==> src/rtl/srs_pkg.sv <==
`default_nettype none

package srs_pkg;

    // Command codes carried by an input item.
    localparam logic [1:0] CMD_POSITION = 2'd0;
    localparam logic [1:0] CMD_RELEASE  = 2'd1;
    localparam logic [1:0] CMD_TICK     = 2'd2;

    // Timer value that marks a channel's release timer as stopped.
    localparam logic [15:0] TIMER_IDLE = 16'hFFFF;

    // Release delay used after reset, in milliseconds.
    localparam int unsigned DEFAULT_RELEASE_MS = 1000;

    // Classification of an incoming item, decided at the input.
    typedef enum logic [1:0] {
        KIND_NONE     = 2'd0,
        KIND_POSITION = 2'd1,
        KIND_RELEASE  = 2'd2,
        KIND_TICK     = 2'd3
    } item_kind_t;

    // Commands from the controller to the datapath.
    typedef struct packed {
        logic in_ready;
        logic pos_write;
        logic div_mul;
        logic div_scale;
        logic div_write;
        logic sweep_step;
        logic emit;
    } srs_cmd_t;

    // Status from the datapath to the controller.
    typedef struct packed {
        item_kind_t kind;
        logic       sweep_last;
        logic       found;
        logic       out_free;
    } srs_status_t;

endpackage

`default_nettype wire

==> src/rtl/srs_if.sv <==
`default_nettype none

// Input item channel.
interface srs_in_if;
    logic        valid;
    logic        ready;
    logic [1:0]  command;
    logic [4:0]  servo_number;
    logic [15:0] target_position;
    logic [15:0] target_speed;
    logic [15:0] release_ms;
    logic        release_off;

    modport source (
        output valid, command, servo_number, target_position, target_speed,
               release_ms, release_off,
        input  ready
    );
    modport sink (
        input  valid, command, servo_number, target_position, target_speed,
               release_ms, release_off,
        output ready
    );
endinterface

// Result item channel.
interface srs_out_if;
    logic       valid;
    logic       ready;
    logic [4:0] target_register;
    logic [7:0] position_byte;

    modport source (
        output valid, target_register, position_byte,
        input  ready
    );
    modport sink (
        input  valid, target_register, position_byte,
        output ready
    );
endinterface

`default_nettype wire

==> src/rtl/srs_ctrl.sv <==
`default_nettype none

module srs_ctrl
    import srs_pkg::*;
(
    input  wire logic        clk,
    input  wire logic        rst_n,
    input  wire logic        in_valid,
    input  wire srs_status_t status,
    output srs_cmd_t         cmd
);

    typedef enum logic [6:0] {
        S_IDLE  = 7'b0000001,
        S_POS   = 7'b0000010,
        S_DIV1  = 7'b0000100,
        S_DIV2  = 7'b0001000,
        S_DIV3  = 7'b0010000,
        S_SWEEP = 7'b0100000,
        S_EMIT  = 7'b1000000
    } state_t;

    state_t state_reg;
    state_t state_next;

    // Next state and datapath commands.
    always_comb
    begin
        cmd        = '0;
        state_next = state_reg;
        unique case (state_reg)
            S_IDLE:
            begin
                cmd.in_ready = 1'b1;
                if (in_valid)
                begin
                    case (status.kind)
                        KIND_POSITION: state_next = S_POS;
                        KIND_RELEASE:  state_next = S_DIV1;
                        KIND_TICK:     state_next = S_SWEEP;
                        default:       state_next = S_IDLE;
                    endcase
                end
            end
            S_POS:
            begin
                cmd.pos_write = 1'b1;
                state_next    = S_IDLE;
            end
            S_DIV1:
            begin
                cmd.div_mul = 1'b1;
                state_next  = S_DIV2;
            end
            S_DIV2:
            begin
                cmd.div_scale = 1'b1;
                state_next    = S_DIV3;
            end
            S_DIV3:
            begin
                cmd.div_write = 1'b1;
                state_next    = S_IDLE;
            end
            S_SWEEP:
            begin
                cmd.sweep_step = 1'b1;
                if (status.sweep_last)
                begin
                    state_next = S_EMIT;
                end
            end
            S_EMIT:
            begin
                cmd.emit = 1'b1;
                if (!status.found || status.out_free)
                begin
                    state_next = S_IDLE;
                end
            end
            default:
            begin
                state_next = S_IDLE;
            end
        endcase
    end

    // State register.
    always_ff @(posedge clk or negedge rst_n)
    begin
        if (!rst_n)
        begin
            state_reg <= S_IDLE;
        end
        else
        begin
            state_reg <= state_next;
        end
    end

endmodule

`default_nettype wire

==> src/rtl/srs_datapath.sv <==
`default_nettype none

module srs_datapath
    import srs_pkg::*;
#(
    parameter int unsigned NUM_SERVOS     = 20,
    parameter int unsigned TICK_PERIOD_MS = 10
)
(
    input  wire logic  clk,
    input  wire logic  rst_n,
    srs_in_if.sink     req,
    srs_out_if.source  rsp,
    input  wire srs_cmd_t cmd,
    output srs_status_t   status
);

    localparam int unsigned CH_W = (NUM_SERVOS > 1) ? $clog2(NUM_SERVOS) : 1;
    localparam logic [CH_W-1:0] LAST_CH = CH_W'(NUM_SERVOS - 1);
    localparam logic [15:0] DEFAULT_TICKS = 16'(DEFAULT_RELEASE_MS / TICK_PERIOD_MS);
    // Reciprocal of the tick period scaled by 2^31; the quotient it gives is
    // exact or one low, which the remainder check corrects.
    localparam logic [31:0] RECIP = 32'((64'd1 << 31) / TICK_PERIOD_MS);
    localparam logic [15:0] DIVISOR = 16'(TICK_PERIOD_MS);

    // Per-channel state.
    logic [15:0]           user_pos_reg [NUM_SERVOS];
    logic [7:0]            drive_pos_reg [NUM_SERVOS];
    logic [15:0]           speed_reg [NUM_SERVOS];
    logic [15:0]           timer_reg [NUM_SERVOS];
    logic [15:0]           ticks_reg [NUM_SERVOS];
    logic [NUM_SERVOS-1:0] disabled_reg;
    logic [NUM_SERVOS-1:0] pending_reg;
    logic [CH_W-1:0]       last_reg;

    // Captured item.
    logic [CH_W-1:0] item_ch_reg;
    logic [15:0]     pos_reg;
    logic [15:0]     spd_reg;
    logic [15:0]     ms_reg;
    logic            off_reg;

    // Release duration conversion.
    logic [47:0] prod_reg;
    logic [15:0] quo_reg;
    logic [15:0] back_reg;
    logic [15:0] rem;
    logic [15:0] quo_fixed;

    // Sweep and round-robin search.
    logic [CH_W-1:0] sweep_ch_reg;
    logic [CH_W-1:0] sweep_ch_next;
    logic [CH_W-1:0] sweep_cnt_reg;
    logic [CH_W-1:0] start_ch;
    logic            found_reg;
    logic [CH_W-1:0] found_ch_reg;
    logic [7:0]      found_byte_reg;

    // Output register.
    logic       out_valid_reg;
    logic [4:0] out_target_reg;
    logic [7:0] out_byte_reg;

    logic            accept;
    logic            emit_load;
    logic            num_ok;
    item_kind_t      kind;
    logic [CH_W-1:0] addr;
    logic [15:0]     user_rd;
    logic [15:0]     speed_rd;
    logic [15:0]     timer_rd;
    logic [15:0]     ticks_rd;
    logic [7:0]      drive_rd;
    logic            dis_rd;
    logic            pend_rd;
    logic            pos_changed;
    logic            spd_changed;
    logic [15:0]     timer_inc;
    logic            timer_run;
    logic            expire;
    logic            pend_now;

    assign req.ready = cmd.in_ready;
    assign accept    = req.valid && cmd.in_ready;
    assign emit_load = cmd.emit && found_reg && status.out_free;

    // Classify the item offered at the input.
    assign num_ok = (req.servo_number != 5'd0) && (req.servo_number <= 5'(NUM_SERVOS));

    always_comb
    begin
        unique case (req.command)
            CMD_POSITION: kind = num_ok ? KIND_POSITION : KIND_NONE;
            CMD_RELEASE:  kind = num_ok ? KIND_RELEASE : KIND_NONE;
            CMD_TICK:     kind = KIND_TICK;
            default:      kind = KIND_NONE;
        endcase
    end

    assign status.kind       = kind;
    assign status.sweep_last = (sweep_cnt_reg == LAST_CH);
    assign status.found      = found_reg;
    assign status.out_free   = !out_valid_reg || rsp.ready;

    // One channel is addressed per cycle: the item's channel or the sweep's.
    assign addr      = cmd.sweep_step ? sweep_ch_reg : item_ch_reg;
    assign user_rd   = user_pos_reg[addr];
    assign speed_rd  = speed_reg[addr];
    assign timer_rd  = timer_reg[addr];
    assign ticks_rd  = ticks_reg[addr];
    assign drive_rd  = drive_pos_reg[addr];
    assign dis_rd    = disabled_reg[addr];
    assign pend_rd   = pending_reg[addr];

    assign pos_changed = (user_rd != pos_reg);
    assign spd_changed = (speed_rd != spd_reg);

    // A running timer advances; it expires once it passes the duration.
    assign timer_inc = timer_rd + 16'd1;
    assign timer_run = (timer_rd != TIMER_IDLE);
    assign expire    = timer_run && !dis_rd && (timer_inc > ticks_rd);
    assign pend_now  = pend_rd || expire;

    assign start_ch      = (last_reg == LAST_CH) ? '0 : last_reg + CH_W'(1);
    assign sweep_ch_next = (sweep_ch_reg == LAST_CH) ? '0 : sweep_ch_reg + CH_W'(1);

    // Remainder check of the reciprocal quotient.
    assign rem       = ms_reg - back_reg;
    assign quo_fixed = (rem >= DIVISOR) ? quo_reg + 16'd1 : quo_reg;

    // Capture the accepted item.
    always_ff @(posedge clk)
    begin
        if (accept)
        begin
            item_ch_reg <= CH_W'(req.servo_number - 5'd1);
            pos_reg     <= req.target_position;
            spd_reg     <= req.target_speed;
            ms_reg      <= req.release_ms;
            off_reg     <= req.release_off;
        end
    end

    // Milliseconds to ticks: multiply, then scale back and correct.
    always_ff @(posedge clk)
    begin
        if (cmd.div_mul)
        begin
            prod_reg <= 48'(ms_reg) * 48'(RECIP);
        end
        if (cmd.div_scale)
        begin
            quo_reg  <= prod_reg[46:31];
            back_reg <= 16'(26'(prod_reg[46:31]) * 26'(DIVISOR));
        end
    end

    // Channel state updates.
    always_ff @(posedge clk or negedge rst_n)
    begin
        if (!rst_n)
        begin
            for (int k = 0; k < NUM_SERVOS; k++)
            begin
                user_pos_reg[k]  <= '0;
                drive_pos_reg[k] <= '0;
                speed_reg[k]     <= '0;
                timer_reg[k]     <= TIMER_IDLE;
                ticks_reg[k]     <= DEFAULT_TICKS;
            end
            disabled_reg <= '0;
            pending_reg  <= '0;
        end
        else
        begin
            if (cmd.pos_write)
            begin
                if (pos_changed)
                begin
                    user_pos_reg[addr]  <= pos_reg;
                    drive_pos_reg[addr] <= pos_reg[7:0];
                    if (!dis_rd)
                    begin
                        timer_reg[addr] <= '0;
                    end
                end
                if (spd_changed)
                begin
                    speed_reg[addr] <= spd_reg;
                end
                if (pos_changed || spd_changed)
                begin
                    pending_reg[addr] <= 1'b1;
                end
            end
            if (cmd.div_write)
            begin
                if (off_reg)
                begin
                    disabled_reg[addr] <= 1'b1;
                end
                else
                begin
                    disabled_reg[addr] <= 1'b0;
                    ticks_reg[addr]    <= quo_fixed;
                end
            end
            if (cmd.sweep_step && timer_run)
            begin
                if (expire)
                begin
                    timer_reg[addr]     <= TIMER_IDLE;
                    drive_pos_reg[addr] <= '0;
                    pending_reg[addr]   <= 1'b1;
                end
                else
                begin
                    timer_reg[addr] <= timer_inc;
                end
            end
            if (emit_load)
            begin
                pending_reg[found_ch_reg] <= 1'b0;
            end
        end
    end

    // Sweep position and the first pending channel after the last served.
    always_ff @(posedge clk or negedge rst_n)
    begin
        if (!rst_n)
        begin
            sweep_ch_reg  <= '0;
            sweep_cnt_reg <= '0;
            found_reg     <= 1'b0;
            last_reg      <= '0;
        end
        else
        begin
            if (accept)
            begin
                sweep_ch_reg  <= start_ch;
                sweep_cnt_reg <= '0;
                found_reg     <= 1'b0;
            end
            else if (cmd.sweep_step)
            begin
                sweep_ch_reg  <= sweep_ch_next;
                sweep_cnt_reg <= sweep_cnt_reg + CH_W'(1);
                if (pend_now && !found_reg)
                begin
                    found_reg <= 1'b1;
                end
            end
            if (emit_load)
            begin
                last_reg <= found_ch_reg;
            end
        end
    end

    // Channel and position byte of the search hit.
    always_ff @(posedge clk)
    begin
        if (cmd.sweep_step && pend_now && !found_reg)
        begin
            found_ch_reg   <= sweep_ch_reg;
            found_byte_reg <= expire ? 8'd0 : drive_rd;
        end
    end

    // Output register.
    always_ff @(posedge clk or negedge rst_n)
    begin
        if (!rst_n)
        begin
            out_valid_reg <= 1'b0;
        end
        else if (emit_load)
        begin
            out_valid_reg <= 1'b1;
        end
        else if (rsp.ready)
        begin
            out_valid_reg <= 1'b0;
        end
    end

    always_ff @(posedge clk)
    begin
        if (emit_load)
        begin
            out_target_reg <= 5'(found_ch_reg) + 5'd1;
            out_byte_reg   <= found_byte_reg;
        end
    end

    assign rsp.valid           = out_valid_reg;
    assign rsp.target_register = out_target_reg;
    assign rsp.position_byte   = out_byte_reg;

endmodule

`default_nettype wire

==> src/rtl/servo_refresh_scheduler_unit.sv <==
// Steps: a position item is captured, then written; a set-release item is captured, then multiplied,
// scaled back and corrected. A tick item sweeps the timers, visiting one channel per cycle,
// and finds the next pending channel on the way; its result follows in the output register.
// One item is in work at a time. A tick whose hit finds the output register still full
// holds in its last cycle, and keeps the input closed, until that register is taken.
// Reset (rst_n low, asynchronous) clears all channel state at once: positions and speeds zero,
// timers idle, durations at the default, nothing pending, no result held.
`default_nettype none

module servo_refresh_scheduler_unit
    import srs_pkg::*;
#(
    parameter int unsigned NUM_SERVOS     = 20,
    parameter int unsigned TICK_PERIOD_MS = 10
)
(
    input  wire logic clk,
    input  wire logic rst_n,
    srs_in_if.sink    req,
    srs_out_if.source rsp
);

    srs_cmd_t    cmd;
    srs_status_t status;

    srs_ctrl u_ctrl (
        .clk      (clk),
        .rst_n    (rst_n),
        .in_valid (req.valid),
        .status   (status),
        .cmd      (cmd)
    );

    srs_datapath #(
        .NUM_SERVOS     (NUM_SERVOS),
        .TICK_PERIOD_MS (TICK_PERIOD_MS)
    ) u_datapath (
        .clk    (clk),
        .rst_n  (rst_n),
        .req    (req),
        .rsp    (rsp),
        .cmd    (cmd),
        .status (status)
    );

`ifndef SYNTHESIS
    // A reported register always names an existing channel.
    assert property (@(posedge clk) disable iff (!rst_n)
        rsp.valid |-> (rsp.target_register != 5'd0 &&
                       rsp.target_register <= 5'(NUM_SERVOS)))
        else $error("result names a channel outside the bank");

    // A tick occupies the block for its sweep.
    assert property (@(posedge clk) disable iff (!rst_n)
        (req.valid && req.ready && req.command == CMD_TICK) |=> !req.ready)
        else $error("input taken during a tick sweep");

    // A new result is never loaded over one still waiting to be taken.
    assert property (@(posedge clk) disable iff (!rst_n)
        (cmd.emit && status.found && status.out_free) |-> (!rsp.valid || rsp.ready))
        else $error("result overwritten before it was taken");
`endif

endmodule

`default_nettype wire
==> src/flat_wrapper.sv <==
// flat-port wrapper written by rule: the top's interface ports become plain ports
module servo_refresh_scheduler_unit_flat import srs_pkg::*;
#(
    parameter int unsigned NUM_SERVOS     = 20,
    parameter int unsigned TICK_PERIOD_MS = 10
)
  (clk, rst_n, req_valid, req_command, req_servo_number, req_target_position, req_target_speed, req_release_ms, req_release_off, req_ready, rsp_valid, rsp_target_register, rsp_position_byte, rsp_ready);
  srs_in_if req_i ();
  srs_out_if rsp_i ();
  input  wire logic clk;
  input  wire logic rst_n;
  input wire logic [$bits(req_i.valid)-1:0] req_valid;
  input wire logic [$bits(req_i.command)-1:0] req_command;
  input wire logic [$bits(req_i.servo_number)-1:0] req_servo_number;
  input wire logic [$bits(req_i.target_position)-1:0] req_target_position;
  input wire logic [$bits(req_i.target_speed)-1:0] req_target_speed;
  input wire logic [$bits(req_i.release_ms)-1:0] req_release_ms;
  input wire logic [$bits(req_i.release_off)-1:0] req_release_off;
  output wire logic [$bits(req_i.ready)-1:0] req_ready;
  output wire logic [$bits(rsp_i.valid)-1:0] rsp_valid;
  output wire logic [$bits(rsp_i.target_register)-1:0] rsp_target_register;
  output wire logic [$bits(rsp_i.position_byte)-1:0] rsp_position_byte;
  input wire logic [$bits(rsp_i.ready)-1:0] rsp_ready;
  assign req_i.valid = req_valid;
  assign req_i.command = req_command;
  assign req_i.servo_number = req_servo_number;
  assign req_i.target_position = req_target_position;
  assign req_i.target_speed = req_target_speed;
  assign req_i.release_ms = req_release_ms;
  assign req_i.release_off = req_release_off;
  assign req_ready = req_i.ready;
  assign rsp_valid = rsp_i.valid;
  assign rsp_target_register = rsp_i.target_register;
  assign rsp_position_byte = rsp_i.position_byte;
  assign rsp_i.ready = rsp_ready;
  servo_refresh_scheduler_unit #(.NUM_SERVOS(NUM_SERVOS), .TICK_PERIOD_MS(TICK_PERIOD_MS)) u_core (.clk(clk), .rst_n(rst_n), .req(req_i), .rsp(rsp_i));
endmodule
==> config.mk <==
export PLATFORM = sky130hd
export DESIGN_NAME = servo_refresh_scheduler_unit_flat
export DESIGN_NICKNAME = d
export VERILOG_FILES = /design/src/rtl/srs_pkg.sv /design/src/rtl/srs_if.sv /design/src/rtl/srs_ctrl.sv /design/src/rtl/srs_datapath.sv /design/src/rtl/servo_refresh_scheduler_unit.sv /design/src/flat_wrapper.sv
export SDC_FILE = /design/constraint.sdc
export NUM_CORES = 2
export LEC_CHECK = 0
export BUFFER_PORTS_ARGS = -buffer_cell sky130_fd_sc_hd__buf_2
export CAP_MARGIN = 10
export CORE_MARGIN = 1.5
export CORE_UTILIZATION = 65
export CTS_BUF_LIST = sky130_fd_sc_hd__clkbuf_4
export CTS_CLUSTER_DIAMETER = 40
export CTS_CLUSTER_SIZE = 8
export DETAILED_ROUTE_END_ITERATION = 10
export PLACE_DENSITY_LB_ADDON = 0.05
export SYNTH_ARGS = -nofsm -noshare
export SYNTH_HDL_FRONTEND = slang
export SYNTH_SLANG_ARGS = --single-unit
export TNS_END_PERCENT = 20
==> constraint.sdc <==
create_clock -name clk -period 19.3 [get_ports clk]
set_input_delay 3.86 -clock clk [delete_from_list [all_inputs] [get_ports clk]]
set_output_delay 3.86 -clock clk [all_outputs]
set_load 0.1 [all_outputs]
==> results by group <==
Route
  – First-pass DRT Iterations: 9
  – # DRC: 0
  – Drt wl/cell: 28.1 um
  – Vias/cell: 6.76
  – Wirelength, routed: 238000 um
  – 1st-iter DRT viols: 6169
  – Via count: 57318
  – Post-DRT Antenna Nets: 0

Global routing
  – Gr ovfl total: 0
  – Initial antenna violation count: 13
  – First-pass GRT wire length: 361000 um
  – GRT Total Usage: 0.392
  – Largest net degree at the start of global routing: 193
  – Vias in the first global route: 56981

Synth
  – Seq/Total Area, Yosys: 0.518
  – Seq cells post-synth: 1583
  – Cell count after synthesis: 6751
  – Mapped cell area: 0.0785 mm2
  – Async S/R FF share, synth: 0.925
  – Post-synth EDFFs: 119
  – Avg Inst Size Synth: 11.6 um2
  – YS warnings: 0
  – Syn_nets: 7044
  – Ys flop type: dfrtp_1
  – Synth cell types: 86

Layout
  – NumNets Final: 6978
  – Area occupied by multi-input gates: 0.0348 mm2
  – Non-Filler Instances: 8473
  – Most frequent cells in the layout: dfrtp_1, nand2_1, mux2_2
  – Area grow syn2layout: 6.02%
  – Fillers: 9034
  – Most common cell after layout, fill and taps aside: dfrtp_1
  – Share of layout cells above drive strength 1: 0.292
  – Sequential cell area: 0.0407 mm2

Place
  – Pre-CTS setup slack: 10.89 ns
  – Placed Cells incl. Taps: 8062
  – IO buf count: 74
  – Final GP Congestion: 0.995
  – DP HPWL: 149000 um

CTS
  – Clock Root Buffer: clkbuf_4
  – Clk buf depth: 3
  – # H-tree levels: 4
  – Worst-Skew Late Latency: 1.30 ns
  – Clock sink count: 1583
  – Hold buffer count at CTS: 0
  – Post-CTS Setup Repair Bufs: 0
  – Clk slew on worst S/H paths: 0.10 ns
  – Post-CTS resize count: 0
  – CTS buffer count: 232
  – Clock tree from TritonCTS: done

Timing
  – Final Skew: 0.0907 ns
  – Worst slew pin tran: 1.34 ns
  – Final-report hold violation count: 0
  – Clock period minus worst slack: 8.70 ns
  – RSZ-0062 raised after global routing: no
  – Fmax achieved: 115 MHz
  – Fin crit share: 0.451
  – Fin Setup TNS: 0 ns
  – Final setup viols: 0
  – Slew Viols, Final: 0
  – Worst rel slew slack: 0.104
  – Fin worst setup slack: 10.60 ns

Floorplan
  – Total core area: 0.120 mm2
  – Die Width: 350 um
  – DIE AREA: 0.123 mm2
  – I/O Pins: 75
  – Initial core utilization: 0.655
  – Die height: 350 um
  – Site Rows: 127

Run
  – MaxCap Viol Count: 0

Pwr
  – Total power: 7710 uW
  – Max VDD drop: 381 uV
  – Power density over cell area: 92.7 mW/mm2
  – Leak: 0.0370 uW

Worst setup path
  – Crit-path max cell delay: 0.84 ns
  – Critical Path AT: 9.87 ns
  – WP data required: 20.48 ns
  – Crit-path slowest cell: buf_4
  – CP Launch Type: flip-flop
  – CP endpoint kind: flip-flop
  – Top cell by count, worst path: buf_4
  – Max Fanout on Critical Path: 89
  – Critical path type: flip-flop to flip-flop

Status
  – Outcome: completed

Worst hold path
  – Type of the most critical hold path: flip-flop to flip-flop
## power breakdown
group          internal, uW  switching, uW
Sequential             3460           61.8
Combinational           754           1280
Clock                   932           1220
## worst max-delay path: cells and delay by family (launching register included)
kind	cells	cell delay (ns)
AND/OR/NAND/NOR	12	3.43
buffers and inverters	5	2.61
AO/OA/AOI/OAI	5	1.25
adder cells (fa/ha/maj)	2	0.57
flip-flops	1	0.35
XOR/XNOR	1	0.19
## per-layer routing
metal	vias up	part of all wire	track usage
met4	12	0.049	0.179
li1	24651	-	-
met5	-	0.00036	0
met2	2818	0.45	0.596
met1	29138	0.40	0.527
met3	699	0.10	0.110
## final timing paths
check                      slack [ns]  cells after the start                                               end                                         startpoint
max in group asynchronous       12.80                      5      u_core.u_datapath.ticks_reg[279]$_DFFE_PN0P_                                              rst_n
min in group asynchronous        2.55                      1     u_core.u_datapath.drive_pos_reg[85]$_DFF_PN0_                                              rst_n
min reg2reg                      0.44                      0  u_core.u_datapath.rsp.position_byte[4]$_DFFE_PP_  u_core.u_datapath.found_byte_reg[4]$_SDFFCE_PN0P_
max reg2reg                     10.60                     25         u_core.u_datapath.timer_reg[36]$_DFF_PN1_      u_core.u_datapath.sweep_ch_reg[0]$_DFFE_PN0P_
min                              0.44                      0  u_core.u_datapath.rsp.position_byte[4]$_DFFE_PP_  u_core.u_datapath.found_byte_reg[4]$_SDFFCE_PN0P_
max                             10.60                     25         u_core.u_datapath.timer_reg[36]$_DFF_PN1_      u_core.u_datapath.sweep_ch_reg[0]$_DFFE_PN0P_
## cell families after synthesis
| group | share of synthesized area |
|---|---|
| DFF | 0.518 |
| muxes | 0.158 |
| and+or+nand+nor | 0.0899 |
| AOI/OAI and AO/OA | 0.139 |
| adders and majority gates | 0.0433 |
| buffers and inverters | 0.0412 |
| xor gates and xnor gates | 0.0105 |
## Yosys cell counts, types with 126 or more instances
cell | number | share of area
dfrtp_1 | 1083 | 0.35
nand2_1 | 821 | 0.039
mux2_2 | 660 | 0.095
dfstp_2 | 381 | 0.13
clkbuf_1 | 366 | 0.018
o21ai_0 | 357 | 0.023
nor2_1 | 291 | 0.014
mux2i_1 | 224 | 0.029
a211oi_1 | 208 | 0.020
inv_1 | 197 | 0.0094
a21oi_1 | 191 | 0.012
o2bb2ai_1 | 174 | 0.019
ha_1 | 169 | 0.027
buf_2 | 126 | 0.0080
## per-stage QoR
step,area [um2],utilization,hold WS (ns)
finish,83200,0.695,0.439
global route,83200,0.694,0.447
CTS,83200,0.694,0.445
detailed placement,80100,0.668,0.424
global placement,80100,0.668,0.420
floorplan,78500,-,0.400
## cell type report
class	count	share of cell area
Sequential cell	1583	0.489
Inverter	197	0.00892
Tap cell	1612	0.0242
Clock inverter	48	0.00511
Timing Repair Buffer	265	0.0224
Multi-Input combinational cell	4406	0.418
Clock buffer	356	0.0321
Antenna cell	6	0.000180
Power figures use the tool's default switching activity.
